==> config.mk <==
export PLATFORM = sky130hd
export DESIGN_NAME = http_connect_reply_checker_unit
export DESIGN_NICKNAME = d
export VERILOG_FILES = /design/src/design/hcrc_pkg.sv /design/src/design/hcrc_parse.sv /design/src/design/hcrc_out_buf.sv /design/src/design/http_connect_reply_checker_unit.sv
export SDC_FILE = /design/constraint.sdc
export NUM_CORES = 1
export LEC_CHECK = 0
export BUFFER_PORTS_ARGS = -buffer_cell sky130_fd_sc_hd__buf_2
export CAP_MARGIN = 40
export CORE_AREA = 2 2 152 154
export CTS_BUF_LIST = sky130_fd_sc_hd__clkbuf_8
export DETAILED_ROUTE_END_ITERATION = 10
export DIE_AREA = 0 0 154 156
export GPL_ROUTABILITY_DRIVEN = 0
export PLACE_DENSITY = 0.44
export SKIP_CTS_REPAIR_TIMING = 1
export SLEW_MARGIN = 0
export SYNTH_ARGS = -nofsm -noshare
export SYNTH_HDL_FRONTEND = slang
export SYNTH_HIERARCHICAL = 1
export SYNTH_SLANG_ARGS = --single-unit
==> constraint.sdc <==
create_clock -name clk -period 3.8 [get_ports clk]
set_clock_uncertainty 0.05 [all_clocks]
set_input_delay 0.19 -clock clk [delete_from_list [all_inputs] [get_ports clk]]
set_output_delay 0.19 -clock clk [all_outputs]
set_load 0.05 [all_outputs]
==> src/design/hcrc_pkg.sv <==
// ----------------------------------------------------------------------------
// hcrc_pkg
// Shared types and constants of the proxy reply status checker.
// ----------------------------------------------------------------------------
`timescale 1ns / 1ps
`default_nettype none

package hcrc_pkg;

  localparam int HeaderMax = 4096;
  localparam int CountW    = $clog2(HeaderMax + 1);
  localparam int LenW      = 13;
  localparam int CodeW     = 10;
  localparam int VerdictW  = 3;

  localparam logic [VerdictW-1:0] VerdictOk        = 3'd0;
  localparam logic [VerdictW-1:0] VerdictBadLine   = 3'd1;
  localparam logic [VerdictW-1:0] VerdictNoDigits  = 3'd2;
  localparam logic [VerdictW-1:0] VerdictAuth      = 3'd3;
  localparam logic [VerdictW-1:0] VerdictOther     = 3'd4;
  localparam logic [VerdictW-1:0] VerdictTruncated = 3'd5;

  localparam logic [CodeW-1:0] CodeOk   = 10'd200;
  localparam logic [CodeW-1:0] CodeAuth = 10'd407;
  localparam logic [CodeW-1:0] CodeSat  = 10'd999;

  localparam int PrefixLen  = 9;
  localparam int MinLineLen = 12;

  localparam logic [31:0] Terminator = 32'h0D0A0D0A;

  typedef struct packed {
    logic [VerdictW-1:0] verdict;
    logic [CodeW-1:0]    status_code;
    logic [LenW-1:0]     header_length;
  } result_t;

  // Expected byte of the status line prefix; alt selects the 1.1 variant.
  function automatic logic [7:0] prefix_char(input logic [3:0] idx, input logic alt);
    logic [7:0] c;
    case (idx)
      4'd0:    c = "H";
      4'd1:    c = "T";
      4'd2:    c = "T";
      4'd3:    c = "P";
      4'd4:    c = "/";
      4'd5:    c = "1";
      4'd6:    c = ".";
      4'd7:    c = alt ? "1" : "0";
      4'd8:    c = " ";
      default: c = 8'h00;
    endcase
    return c;
  endfunction

endpackage

`default_nettype wire

==> src/design/hcrc_parse.sv <==
// ----------------------------------------------------------------------------
// hcrc_parse
// Per-byte header scan state and verdict logic, one byte per step.
// ----------------------------------------------------------------------------
`timescale 1ns / 1ps
`default_nettype none

module hcrc_parse (
  input  wire logic              clk,
  input  wire logic              rst,
  input  wire logic              step,
  input  wire logic [7:0]        data,
  output logic                   res_valid,
  output hcrc_pkg::result_t      res
);

  localparam logic [1:0] PhaseBefore = 2'd0;
  localparam logic [1:0] PhaseRun    = 2'd1;
  localparam logic [1:0] PhaseDone   = 2'd2;
  localparam logic [1:0] PhaseNone   = 2'd3;

  logic [hcrc_pkg::CountW-1:0] byte_count, byte_count_next;
  logic [23:0]                 recent_bytes, recent_bytes_next;
  logic [1:0]                  prefix_flags, prefix_flags_next;
  logic [1:0]                  digit_phase, digit_phase_next;
  logic [hcrc_pkg::CodeW-1:0]  code_accumulator, code_accumulator_next;

  logic                        is_digit;
  logic [3:0]                  digit;
  logic [13:0]                 acc_mul;
  logic                        ended;

  assign is_digit = (data >= "0") && (data <= "9");
  assign digit    = 4'(data - 8'h30);
  // acc * 10 + digit, at most 9999
  assign acc_mul  = {1'b0, code_accumulator, 3'b000} + {3'b000, code_accumulator, 1'b0}
                  + {10'd0, digit};

  always_comb begin
    prefix_flags_next     = prefix_flags;
    digit_phase_next      = digit_phase;
    code_accumulator_next = code_accumulator;

    if (byte_count < hcrc_pkg::CountW'(hcrc_pkg::PrefixLen)) begin
      if (data != hcrc_pkg::prefix_char(byte_count[3:0], 1'b0)) begin
        prefix_flags_next[0] = 1'b0;
      end
      if (data != hcrc_pkg::prefix_char(byte_count[3:0], 1'b1)) begin
        prefix_flags_next[1] = 1'b0;
      end
    end else if (byte_count == hcrc_pkg::CountW'(hcrc_pkg::PrefixLen)) begin
      if (is_digit) begin
        digit_phase_next      = PhaseRun;
        code_accumulator_next = {6'd0, digit};
      end else begin
        digit_phase_next = PhaseNone;
      end
    end else if (digit_phase == PhaseRun) begin
      if (is_digit) begin
        code_accumulator_next = (acc_mul > 14'd999) ? hcrc_pkg::CodeSat
                                                    : acc_mul[hcrc_pkg::CodeW-1:0];
      end else begin
        digit_phase_next = PhaseDone;
      end
    end

    byte_count_next   = byte_count + 1'b1;
    recent_bytes_next = {recent_bytes[15:0], data};
  end

  assign ended = (byte_count_next >= hcrc_pkg::CountW'(4))
              && ({recent_bytes, data} == hcrc_pkg::Terminator);

  always_comb begin
    res.status_code   = '0;
    res.header_length = byte_count_next[hcrc_pkg::LenW-1:0];
    res.verdict       = hcrc_pkg::VerdictTruncated;
    res_valid         = 1'b0;
    if (ended) begin
      res_valid = 1'b1;
      if (byte_count_next < hcrc_pkg::CountW'(hcrc_pkg::MinLineLen)
          || prefix_flags_next == 2'b00) begin
        res.verdict = hcrc_pkg::VerdictBadLine;
      end else if (digit_phase_next == PhaseNone || digit_phase_next == PhaseBefore) begin
        res.verdict = hcrc_pkg::VerdictNoDigits;
      end else begin
        res.status_code = code_accumulator_next;
        if (code_accumulator_next == hcrc_pkg::CodeOk) begin
          res.verdict = hcrc_pkg::VerdictOk;
        end else if (code_accumulator_next == hcrc_pkg::CodeAuth) begin
          res.verdict = hcrc_pkg::VerdictAuth;
        end else begin
          res.verdict = hcrc_pkg::VerdictOther;
        end
      end
    end else if (byte_count_next >= hcrc_pkg::CountW'(hcrc_pkg::HeaderMax)) begin
      res_valid = 1'b1;
    end
  end

  always_ff @(posedge clk) begin
    if (rst || (step && res_valid)) begin
      byte_count       <= '0;
      recent_bytes     <= '0;
      prefix_flags     <= 2'b11;
      digit_phase      <= PhaseBefore;
      code_accumulator <= '0;
    end else if (step) begin
      byte_count       <= byte_count_next;
      recent_bytes     <= recent_bytes_next;
      prefix_flags     <= prefix_flags_next;
      digit_phase      <= digit_phase_next;
      code_accumulator <= code_accumulator_next;
    end
  end

endmodule

`default_nettype wire

==> src/design/hcrc_out_buf.sv <==
// ----------------------------------------------------------------------------
// hcrc_out_buf
// Two-entry result buffer between the scan stage and the result port.
// ----------------------------------------------------------------------------
`timescale 1ns / 1ps
`default_nettype none

module hcrc_out_buf (
  input  wire logic              clk,
  input  wire logic              rst,
  input  wire logic              push,
  input  wire hcrc_pkg::result_t push_data,
  output logic                   has_room,
  output logic                   pop_valid,
  input  wire logic              pop_ready,
  output hcrc_pkg::result_t      pop_data
);

  hcrc_pkg::result_t entries [2];
  logic       wr_ptr;
  logic       rd_ptr;
  logic [1:0] fill;
  logic       pop;

  assign has_room  = (fill != 2'd2);
  assign pop_valid = (fill != 2'd0);
  assign pop       = pop_valid && pop_ready;
  assign pop_data  = entries[rd_ptr];

  always_ff @(posedge clk) begin
    if (push) begin
      entries[wr_ptr] <= push_data;
    end
  end

  always_ff @(posedge clk) begin
    if (rst) begin
      wr_ptr <= 1'b0;
      rd_ptr <= 1'b0;
      fill   <= 2'd0;
    end else begin
      if (push) begin
        wr_ptr <= ~wr_ptr;
      end
      if (pop) begin
        rd_ptr <= ~rd_ptr;
      end
      fill <= fill + {1'b0, push} - {1'b0, pop};
    end
  end

endmodule

`default_nettype wire

==> src/design/http_connect_reply_checker_unit.sv <==
// ----------------------------------------------------------------------------
// http_connect_reply_checker_unit
// Status line checker for HTTP proxy replies, one header byte per transfer.
// ----------------------------------------------------------------------------
// Feed the reply header one byte per transfer on the byte channel. The block
// takes one byte every clock cycle as long as the result side keeps up; the
// rate is set by the scan stage, whose state update for one byte finishes
// before the next byte reaches it. A byte is scanned from the input register,
// and the verdict for the byte that ends the header (CR LF CR LF) or reaches
// the length limit is registered into the result buffer, from which it is
// offered on the result channel. Bytes that do not end a header
// give no result. A two-entry buffer holds verdicts while the result side
// stalls; the byte channel stalls only when both entries are full. After
// each verdict the scan state starts over for the next reply. No clearing
// pass is needed after reset.
`timescale 1ns / 1ps
`default_nettype none

module http_connect_reply_checker_unit (
  input  wire logic                           clk,
  input  wire logic                           rst,
  // byte channel
  input  wire logic                           byte_valid,
  output logic                                byte_ready,
  input  wire logic [7:0]                     response_byte,
  // result channel
  output logic                                result_valid,
  input  wire logic                           result_ready,
  output logic [hcrc_pkg::VerdictW-1:0]       verdict,
  output logic [hcrc_pkg::CodeW-1:0]          status_code,
  output logic [hcrc_pkg::LenW-1:0]           header_length
);

  // input register
  logic       in_q_valid;
  logic [7:0] in_q_byte;

  logic              advance;
  logic              buf_room;
  logic              scan_res_valid;
  hcrc_pkg::result_t scan_res;
  hcrc_pkg::result_t out_res;

  // the scanned byte moves on only if a verdict it may produce has a slot
  assign advance    = in_q_valid && buf_room;
  assign byte_ready = !in_q_valid || advance;

  always_ff @(posedge clk) begin
    if (rst) begin
      in_q_valid <= 1'b0;
    end else if (byte_ready) begin
      in_q_valid <= byte_valid;
    end
  end

  always_ff @(posedge clk) begin
    if (byte_ready && byte_valid) begin
      in_q_byte <= response_byte;
    end
  end

  hcrc_parse u_parse (
    .clk       (clk),
    .rst       (rst),
    .step      (advance),
    .data      (in_q_byte),
    .res_valid (scan_res_valid),
    .res       (scan_res)
  );

  hcrc_out_buf u_out_buf (
    .clk       (clk),
    .rst       (rst),
    .push      (advance && scan_res_valid),
    .push_data (scan_res),
    .has_room  (buf_room),
    .pop_valid (result_valid),
    .pop_ready (result_ready),
    .pop_data  (out_res)
  );

  assign verdict       = out_res.verdict;
  assign status_code   = out_res.status_code;
  assign header_length = out_res.header_length;

endmodule

`default_nettype wire

==> impl_metrics.csv, run 1 <==
group,metric,value,unit
outcome,status,"finished, violations left",
outcome,violations,"setup timing",
timing,finalCritPeriodShare,104,%
worst_hold_path,hold_path.class,"in -> reg",
route,drt-met1-wl,7360,µm
synth,synth_cells,604,
die,rows,55,
worst_setup_path,r2r_setup_slack,-0.14,ns
global_route,track_usage,12.4,%
finish,diodes,0,
worst_setup_path,critPathArrivalTime,4.08,ns
timing,timing.slew.headroom,48.8,%
power_and_ir_drop,finalPower,3140,µW
worst_setup_path,cpMaxStageDelayCell,"or4_4",
synth,synth_ff_type,"dfxtp_1",
finish,final_common_cell,"nor2_1",
die,top_level_ports,40,
finish,fin_area,7870,µm²
worst_setup_path,path_max_fanout,8,
clocking,clkSlewWorstSetupHoldPaths,0.08,ns
route,met3_length,430,µm
die,die_width,154,µm
clocking,cts_htree_levels,4,
global_route,grt_pass1_vias,4543,
power_and_ir_drop,switching_share,26.6,%
synth,yosysSeqAreaShare,48.1,%
synth,netlist-cell-type-count,78,
synth,avgSynthCellArea,10.9,µm²
timing,fmaxAchievable,254,MHz
worst_setup_path,critPathCaptureType,"flip-flop",
synth,yosys_warnings,6,
global_route,grt.overflow.total,0,
finish,drive_gt1_share,25.8,%
die,die_height,156,µm
global_route,antenna_found_initial,0,
placement,dpl-instance-area,7240,µm²
route,met2_length,6480,µm
route,drc,0,
power_and_ir_drop,p_leak,0.00321,µW
worst_setup_path,critPathLaunchType,"flip-flop",
placement,io_buffers,39,
placement,place_worst_setup_slack,-0.209,ns
power_and_ir_drop,p_sw,837,µW
route,first_pass_iters,6,
finish,layout_common_cells,"74 x nor2_1, 68 x dfxtp_1, 60 x edfxtp_1",
power_and_ir_drop,clkPwrFrac,38.4,%
placement,hpwl,10300,µm
timing,rsz0062_at_grt,"true",
synth,ys_ff_latch,128,
power_and_ir_drop,power.density,399,nW/µm²
route,top_layer,"met4",
die,dieArea,24000,µm²
clocking,cts_buffers,17,
die,start_util,29.4,%
clocking,cts.sinks,128,
run,max-cap-violations,0,
die,coreArea,22400,µm²
power_and_ir_drop,seqPwrFrac,48.0,%
worst_setup_path,slowest_delay,0.42,ns
power_and_ir_drop,p_comb_share,13.6,%
global_route,grt_pass1_wl,23700,µm
timing,maxSlewViolCount,0,
clocking,root_buffer,"clkbuf_8",
timing,finalHoldViolCount,0,
clocking,cts_tree,"yes",
timing,min_period,3.94,ns
synth,synthArstFlopShare,0,%
worst_setup_path,worstSetupPathType,"reg -> reg",
route,wl_per_cell,14.7,µm
route,vias,4629,
finish,syn2layout_area_growth,19.7,%
power_and_ir_drop,intPower,2300,µW
route,drt_wl_total,14300,µm
route,vias_per_cell,4.73,
route,ant_nets,0,
finish,fillers,2214,
route,drtIter0Drc,194,
worst_setup_path,crit_required,3.94,ns
timing,tightest_slew,0.761,ns
synth,syn_nets,644,
finish,finish.utilization,35.2,%
timing,setup_slack,-0.140,ns
synth,synth_edf_count,60,
synth,mappedNetlistArea,6580,µm²
worst_setup_path,cp_cell_sequence,"ha_1 -> ha_2 -> fa_2 -> a211oi_2 -> o21ai_2 -> mux2i_1 -> nor4_2 -> nand4_1 -> buf_6 -> o31a_4 -> or3b_1 -> or4_4 -> a41o_1",
timing,setup_viol_count_final,2,
clocking,clock_latency,0.43,ns
clocking,clk_path_buf_depth,2,
finish,final_nets,721,
global_route,grt_max_degree,28,
power_and_ir_drop,ir_drop,0.211,mV
[cell usage after synthesis (7+ instances only)]
| cell | n | area (µm²) |
|---|---|---|
| clkbuf_1 | 13 | 48.8 |
| nand2_1 | 34 | 128 |
| buf_2 | 9 | 45.0 |
| nor2b_1 | 8 | 50.1 |
| edfxtp_1 | 60 | 1800 |
| inv_1 | 15 | 56.3 |
| a211oi_1 | 7 | 52.6 |
| nor2_1 | 74 | 278 |
| o21ai_0 | 17 | 85.1 |
| mux2i_1 | 26 | 260 |
| ha_1 | 26 | 325 |
| nand4_1 | 14 | 87.6 |
| nand3_1 | 11 | 55.1 |
| mux2_4 | 20 | 300 |
| xnor2_1 | 22 | 193 |
| nor3_1 | 10 | 50.1 |
| a21oi_1 | 24 | 120 |
| xor2_1 | 18 | 158 |
| dfxtp_1 | 68 | 1360 |
[layer usage]
metal | global-route usage (%) | up-vias
met2 | 19.5 | 78
met1 | 17.0 | 2203
met5 | 0 | -
li1 | - | 2342
met4 | 3.60 | 0
met3 | 3.08 | 6
[critical path: cells and delay by family, from the launching register on]
kind            cells  cell delay [ns]
compound gates      4             0.88
mux                 1             0.14
buf+inv             1             0.16
simple gates        4             1.16
flops               1             0.40
fa+ha+maj           3             0.90
[through the flow]
stage | hold WS [ns] | setup TNS [ns] | std cells
after floorplan | 0.202 | -0.213 | 604
after global routing | 0.0302 | -0.881 | 979
final | 0.0653 | -0.281 | 979
after detailed placement | 0.318 | -0.418 | 932
after CTS | -0.155 | -0.470 | 964
after global placement | 0.317 | -0.293 | 932
[kinds of logic (layout without fill, tap and decap cells)]
family	count (synthesis)	in the layout	share of synthesized area, %
AOI/OAI and AO/OA	97	97	10.4
xor gates and xnor gates	41	41	5.67
adders and majority gates	28	28	5.56
buffers and inverters	46	136	3.48
DFF	128	128	48.1
muxes	54	54	9.89
and+or+nand+nor	210	210	17.0
[power by group through the flow]
stage               Sequential (µW)  Clock (µW)  Combinational, µW
finish                         1510        1210                426
detailed placement             1540           0                412
floorplan                      1530           0                319
CTS                            1510        1250                413
global placement               1540           0                409
global route                   1510        1320                467
[final cells by class]
class,count,area [µm²],share of cell area (%)
timing repair buffer,88,607,7.71
clock inverter,15,170,2.16
multi-input combinational,430,3280,41.7
sequential,128,3160,40.2
tap,285,357,4.53
inverter,16,60.1,0.763
clock buffer,17,234,2.97
[registers in the layout, indices dropped and copies added, names as in the netlist, 2 cells and up, named ones only]
| register | count |
|---|---|
| in_q_byte | 8 |
| u_out_buf/entries | 52 |
| u_out_buf/fill | 2 |
| u_parse/byte_count | 13 |
| u_parse/code_accumulator | 10 |
| u_parse/digit_phase | 2 |
| u_parse/prefix_flags | 2 |
| u_parse/recent_bytes | 24 |
[final timing paths]
path | startpoint | to | cells after the start
worst max-delay path | in_q_byte[2]$_DFFE_PP_ | u_out_buf/entries[1][25]$_DFFE_PP_ | 13
worst min-delay path | result_ready | u_out_buf/rd_ptr$_SDFFE_PP0P_ | 3
worst max register to register | in_q_byte[2]$_DFFE_PP_ | u_out_buf/entries[1][25]$_DFFE_PP_ | 13
worst min register to register | u_parse/prefix_flags[0]$_SDFFE_PP1P_ | u_parse/prefix_flags[0]$_SDFFE_PP1P_ | 2
Power figures use the tool's default switching activity.
==> run 2: changes to the inputs <==
PLACE_DENSITY = 0.43   (was 0.44)
clock period = 4.9 ns   (was 3.8 ns; I/O delays follow)
==> run 2 against run 1 <==
The flow now finishes without violations; cell area fell by 4.1%; combinational power down 30%; worst setup slack better by 0.51 ns; die area stayed put; register-to-register slack improved by 0.51 ns; power down 23%; highest routed layer unchanged.
==> impl_metrics.csv, run 2 (synthesis gave the netlist of run 1 again) <==
group,metric,value,unit
outcome,status,"completed",
global_route,gr-usage-met1,16.6,%
timing,finalHoldViolCount,0,
clocking,root_buffer,"clkbuf_8",
power_and_ir_drop,p_leak,0.00302,µW
clocking,clkSlewWorstSetupHoldPaths,0.09,ns
clocking,cts.sinks,128,
worst_setup_path,critPathLaunchType,"flip-flop",
finish,syn2layout_area_growth,14.7,%
worst_setup_path,path_max_fanout,11,
worst_setup_path,critPathBufInv,0,
finish,final_nets,692,
die,start_util,29.4,%
worst_setup_path,critPathCaptureType,"flip-flop",
global_route,grt_util_met2,20.3,%
global_route,grt-busiest-layer,"met2",
die,die_width,154,µm
finish,finish.utilization,33.7,%
power_and_ir_drop,ir_drop,0.155,mV
finish,drive_gt1_share,20.5,%
global_route,grt_max_degree,36,
timing,timing.slew.headroom,52.0,%
clocking,clock_latency,0.45,ns
finish,diodes,0,
worst_hold_path,hold_path.class,"in -> reg",
global_route,grt.overflow.total,0,
timing,min_period,4.53,ns
finish,layout_common_cells,"74 x nor2_1, 68 x dfxtp_1, 60 x edfxtp_1",
timing,maxSlewViolCount,0,
finish,regMostFlops,"u_out_buf/entries",
timing,tightest_slew,0.713,ns
timing,tns,0,ns
route,vias,4556,
worst_setup_path,worstSetupPathType,"reg -> reg",
clocking,cts_buffers,17,
timing,setup_viol_count_final,0,
die,dieArea,24000,µm²
worst_setup_path,crit_required,5.06,ns
worst_setup_path,critPathArrivalTime,4.69,ns
global_route,gr-usage-met3,3.14,%
global_route,grt_pass1_vias,4598,
die,coreArea,22400,µm²
die,die_height,156,µm
finish,fillers,2284,
route,first_pass_iters,4,
clocking,cts_tree,"yes",
global_route,grt_pass1_wl,23900,µm
timing,fmaxAchievable,221,MHz
route,vias_per_cell,4.80,
finish,final_cells,950,
run,max-cap-violations,0,
route,drt_wl_total,14500,µm
die,rows,55,
placement,dp.cells,908,
route,drtIter0Drc,214,
finish,final_common_cell,"nor2_1",
timing,finalCritPeriodShare,92.4,%
route,wl_per_cell,15.2,µm
finish,largest_reg_flops,52,
placement,hpwl,10300,µm
global_route,track_usage,12.6,%
clocking,cts_htree_levels,4,
placement,io_buffers,39,
power_and_ir_drop,power.density,321,nW/µm²
global_route,antenna_found_initial,0,
worst_setup_path,path_delay_family,"compound AO/OA/AOI/OAI gates",
clocking,clk_path_buf_depth,2,
timing,rsz0062_at_grt,"false",
route,drc,0,
die,top_level_ports,40,
worst_setup_path,slowest_delay,0.53,ns
worst_setup_path,crit_top_cell,"ha_1",
route,ant_nets,0,
finish,reg.largest.list,"u_out_buf/entries (52), u_parse/recent_bytes (24), u_parse/byte_count (13)",
worst_setup_path,cpMaxStageDelayCell,"edfxtp_1",
worst_setup_path,cp_cell_sequence,"ha_1 -> ha_1 -> fa_1 -> a211oi_1 -> o21ai_2 -> a21oi_1 -> mux2i_1 -> nand4_1 -> o31a_1 -> or3b_1 -> or4_1 -> a41o_1",
-- run 2: cell types whose count changed in the layout (fill, tap and decap cells not counted), moves of 2 or more --
| cell | previous run | this run |
|---|---|---|
| a211oi_1 | 5 | 7 |
| a211oi_2 | 2 | 0 |
| buf_4 | 36 | 10 |
| clkinv_2 | 5 | 1 |
| inv_6 | 1 | 4 |
| inv_8 | 0 | 3 |
-- run 2: final cells by class --
cell class              instances  area (µm²)  share of cell area [%]
clock inverters                15         175                    2.32
clock buffers                  17         234                    3.10
inverters                      16        60.1                   0.796
well taps                     285         357                    4.73
repair buffers                 59         370                    4.91
multi-input cells             430        3190                    42.2
flip-flops and latches        128        3160                    41.9
-- run 2: path summary, 6_finish.rpt --
path                                   startpoint  cells after the start                              endpoint  slack (ns)
min reg2reg  u_parse/prefix_flags[0]$_SDFFE_PP1P_                      2  u_parse/prefix_flags[0]$_SDFFE_PP1P_        0.44
min                                           rst                      2         u_out_buf/wr_ptr$_SDFFE_PP0P_        0.03
max reg2reg                in_q_byte[2]$_DFFE_PP_                     12    u_out_buf/entries[0][25]$_DFFE_PP_        0.37
max                        in_q_byte[2]$_DFFE_PP_                     12    u_out_buf/entries[0][25]$_DFFE_PP_        0.37
-- run 2: per-stage QoR --
| step | hold WS [ns] | setup slack [ns] | cell area, µm² | total power [µW] |
|---|---|---|---|---|
| finish | 0.0302 | 0.371 | 7550 | 2420 |
| detailed placement | 0.373 | 0.343 | 7040 | 1500 |
| global route | 0.0161 | 0.0652 | 7550 | 2540 |
| global placement | 0.373 | 0.404 | 7040 | 1490 |
| floorplan | 0.257 | 0.710 | 6580 | 1440 |
| CTS | -0.116 | 0.349 | 7450 | 2460 |
-- run 2: report_power, final --
part | switching (µW) | internal [µW] | total (µW)
combinational | 177 | 122 | 299
sequential | 31.2 | 1140 | 1180
clock | 477 | 469 | 946
total | 685 | 1740 | 2420
-- run 2: routing by layer --
| metal | wire [µm] | share of wire [%] | up-vias |
|---|---|---|---|
| met2 | 6480 | 45 | 65 |
| met5 | 0 | 0 | - |
| met4 | 242 | 1.7 | 0 |
| met3 | 482 | 3.3 | 18 |
| li1 | - | - | 2292 |
| met1 | 7270 | 50 | 2181 |
==> run 3: changes to the inputs <==
CAP_MARGIN = default   (was 40)
HOLD_SLACK_MARGIN = 0.1   (was default)
clock period = 5.85 ns   (was 4.9 ns; I/O delays follow)
==> run 3 against run 2 <==
Clock-buffer cell count stayed put; first-iteration DRC count is 12% higher; die area stayed put; fmax is 5.5% lower; utilization is 0.095 points lower; sequential power is 16% lower; non-clock buffer count is 4 lower; clock power is 15% lower; global-route usage is 0.13 points lower.
==> impl_metrics.csv, run 3 (synthesis gave the netlist of run 1 again) <==
group,metric,value,unit
outcome,status,"completed",
global_route,grt-busiest-layer,"met2",
global_route,grt.overflow.total,0,
route,drtIter0Drc,240,
die,die_height,156,µm
timing,finalCritPeriodShare,81.9,%
power_and_ir_drop,ir_drop,0.140,mV
finish,drive_gt1_share,19.7,%
timing,setup_viol_count_final,0,
worst_setup_path,crit_required,5.99,ns
worst_hold_path,hold_path.class,"in -> reg",
die,top_level_ports,40,
timing,tns,0,ns
worst_setup_path,path_max_fanout,11,
timing,tightest_slew,0.971,ns
die,dieArea,24000,µm²
finish,final_nets,688,
finish,layout_common_cells,"74 x nor2_1, 68 x dfxtp_1, 60 x edfxtp_1",
placement,place_worst_setup_slack,1.09,ns
timing,min_period,4.79,ns
finish,largest_reg_flops,52,
power_and_ir_drop,seqPwrFrac,48.4,%
finish,fin_area,7520,µm²
clocking,clk_path_buf_depth,2,
power_and_ir_drop,clkPwrFrac,39.4,%
timing,rsz0062_at_grt,"false",
finish,syn2layout_area_growth,14.4,%
global_route,grt_max_degree,51,
power_and_ir_drop,p_leak,0.00301,µW
route,drt_wl_total,14300,µm
finish,final_cells,946,
clocking,cts.sinks,128,
global_route,antenna_found_initial,0,
timing,fmaxAchievable,209,MHz
power_and_ir_drop,switching_share,27.0,%
clocking,clock_latency,0.45,ns
worst_setup_path,critPathCaptureType,"flip-flop",
finish,regMostFlops,"u_out_buf/entries",
route,vias,4556,
die,coreArea,22400,µm²
timing,finalHoldViolCount,0,
clocking,cts_htree_levels,4,
route,wl_per_cell,15.1,µm
clocking,cts_tree,"yes",
timing,maxSlewViolCount,0,
placement,io_buffers,39,
route,vias_per_cell,4.82,
global_route,track_usage,12.5,%
power_and_ir_drop,p_sw,550,µW
die,die_width,154,µm
global_route,grt_pass1_wl,23700,µm
placement,hpwl,10200,µm
worst_setup_path,critPathLaunchType,"flip-flop",
die,rows,55,
timing,holdWs,0.156,ns
timing,setup_slack,1.06,ns
route,first_pass_iters,5,
global_route,gr-usage-met3,2.83,%
route,drc,0,
worst_setup_path,worstSetupPathType,"reg -> reg",
global_route,grt_util_met2,20.2,%
finish,reg.largest.list,"u_out_buf/entries (52), u_parse/recent_bytes (24), u_parse/byte_count (13)",
finish,final_common_cell,"nor2_1",
finish,diodes,0,
route,ant_nets,0,
power_and_ir_drop,p_comb_share,12.1,%
die,start_util,29.4,%
worst_setup_path,critPathArrivalTime,4.93,ns
global_route,grt_pass1_vias,4599,
worst_setup_path,worst-r2r-cell-count,11,
run,max-cap-violations,0,
timing,timing.slew.headroom,35.3,%
worst_hold_path,min_path_cells,3,
clocking,root_buffer,"clkbuf_8",
global_route,gr-usage-met1,16.5,%
clocking,clkSlewWorstSetupHoldPaths,0.08,ns
power_and_ir_drop,intPower,1490,µW
clocking,cts_buffers,17,
placement,dp.cells,903,
power_and_ir_drop,power.density,271,nW/µm²
placement,dpl-instance-area,7000,µm²
## run 3: worst paths after layout
path                                         from                                    to  slack, ns
min reg2reg  u_parse/prefix_flags[0]$_SDFFE_PP1P_  u_parse/prefix_flags[0]$_SDFFE_PP1P_       0.43
min                                  result_ready         u_out_buf/rd_ptr$_SDFFE_PP0P_       0.16
max reg2reg                in_q_byte[3]$_DFFE_PP_    u_out_buf/entries[0][25]$_DFFE_PP_       1.06
max                        in_q_byte[3]$_DFFE_PP_    u_out_buf/entries[0][25]$_DFFE_PP_       1.06
## run 3: power groups by stage
stage | sequential (µW) | clock (µW) | combinational [µW]
after global placement | 1010 | 0 | 242
final | 987 | 804 | 247
after floorplan | 997 | 0 | 207
after detailed placement | 1010 | 0 | 244
after global routing | 992 | 873 | 273
after CTS | 987 | 835 | 245
## run 3: cell type report
class,count,area (µm²)
clock buffers,17,234
well taps,285,357
fillers,2249,14800
clock inverters,15,181
multi-input cells,430,3190
repair buffers,55,343
inverters,16,60.1
flip-flops and latches,128,3160
## run 3: metal layers
| metal | wire length (µm) | up-vias |
|---|---|---|
| met2 | 6540 | 82 |
| met4 | 81 | 0 |
| met5 | 0 | - |
| met3 | 533 | 4 |
| li1 | - | 2286 |
| met1 | 7100 | 2184 |
## run 3: critical path: stages (launching register included)
cell	delay (ns)
edfxtp_1	0.55
fa_1	0.59
fa_1	0.50
a211oi_1	0.30
o21ai_2	0.12
a21oi_1	0.19
mux2i_1	0.20
nand4_1	0.38
o41ai_2	0.60
or3b_1	0.39
or4_1	0.40
a41o_1	0.26
## run 3: through the flow
stage	total power, µW	utilization [%]
2_1_floorplan	1200	-
3_3_place_gp	1250	31.3
3_5_place_dp	1250	31.3
4_1_cts	2070	33.2
5_1_grt	2140	33.6
6_report	2040	33.6
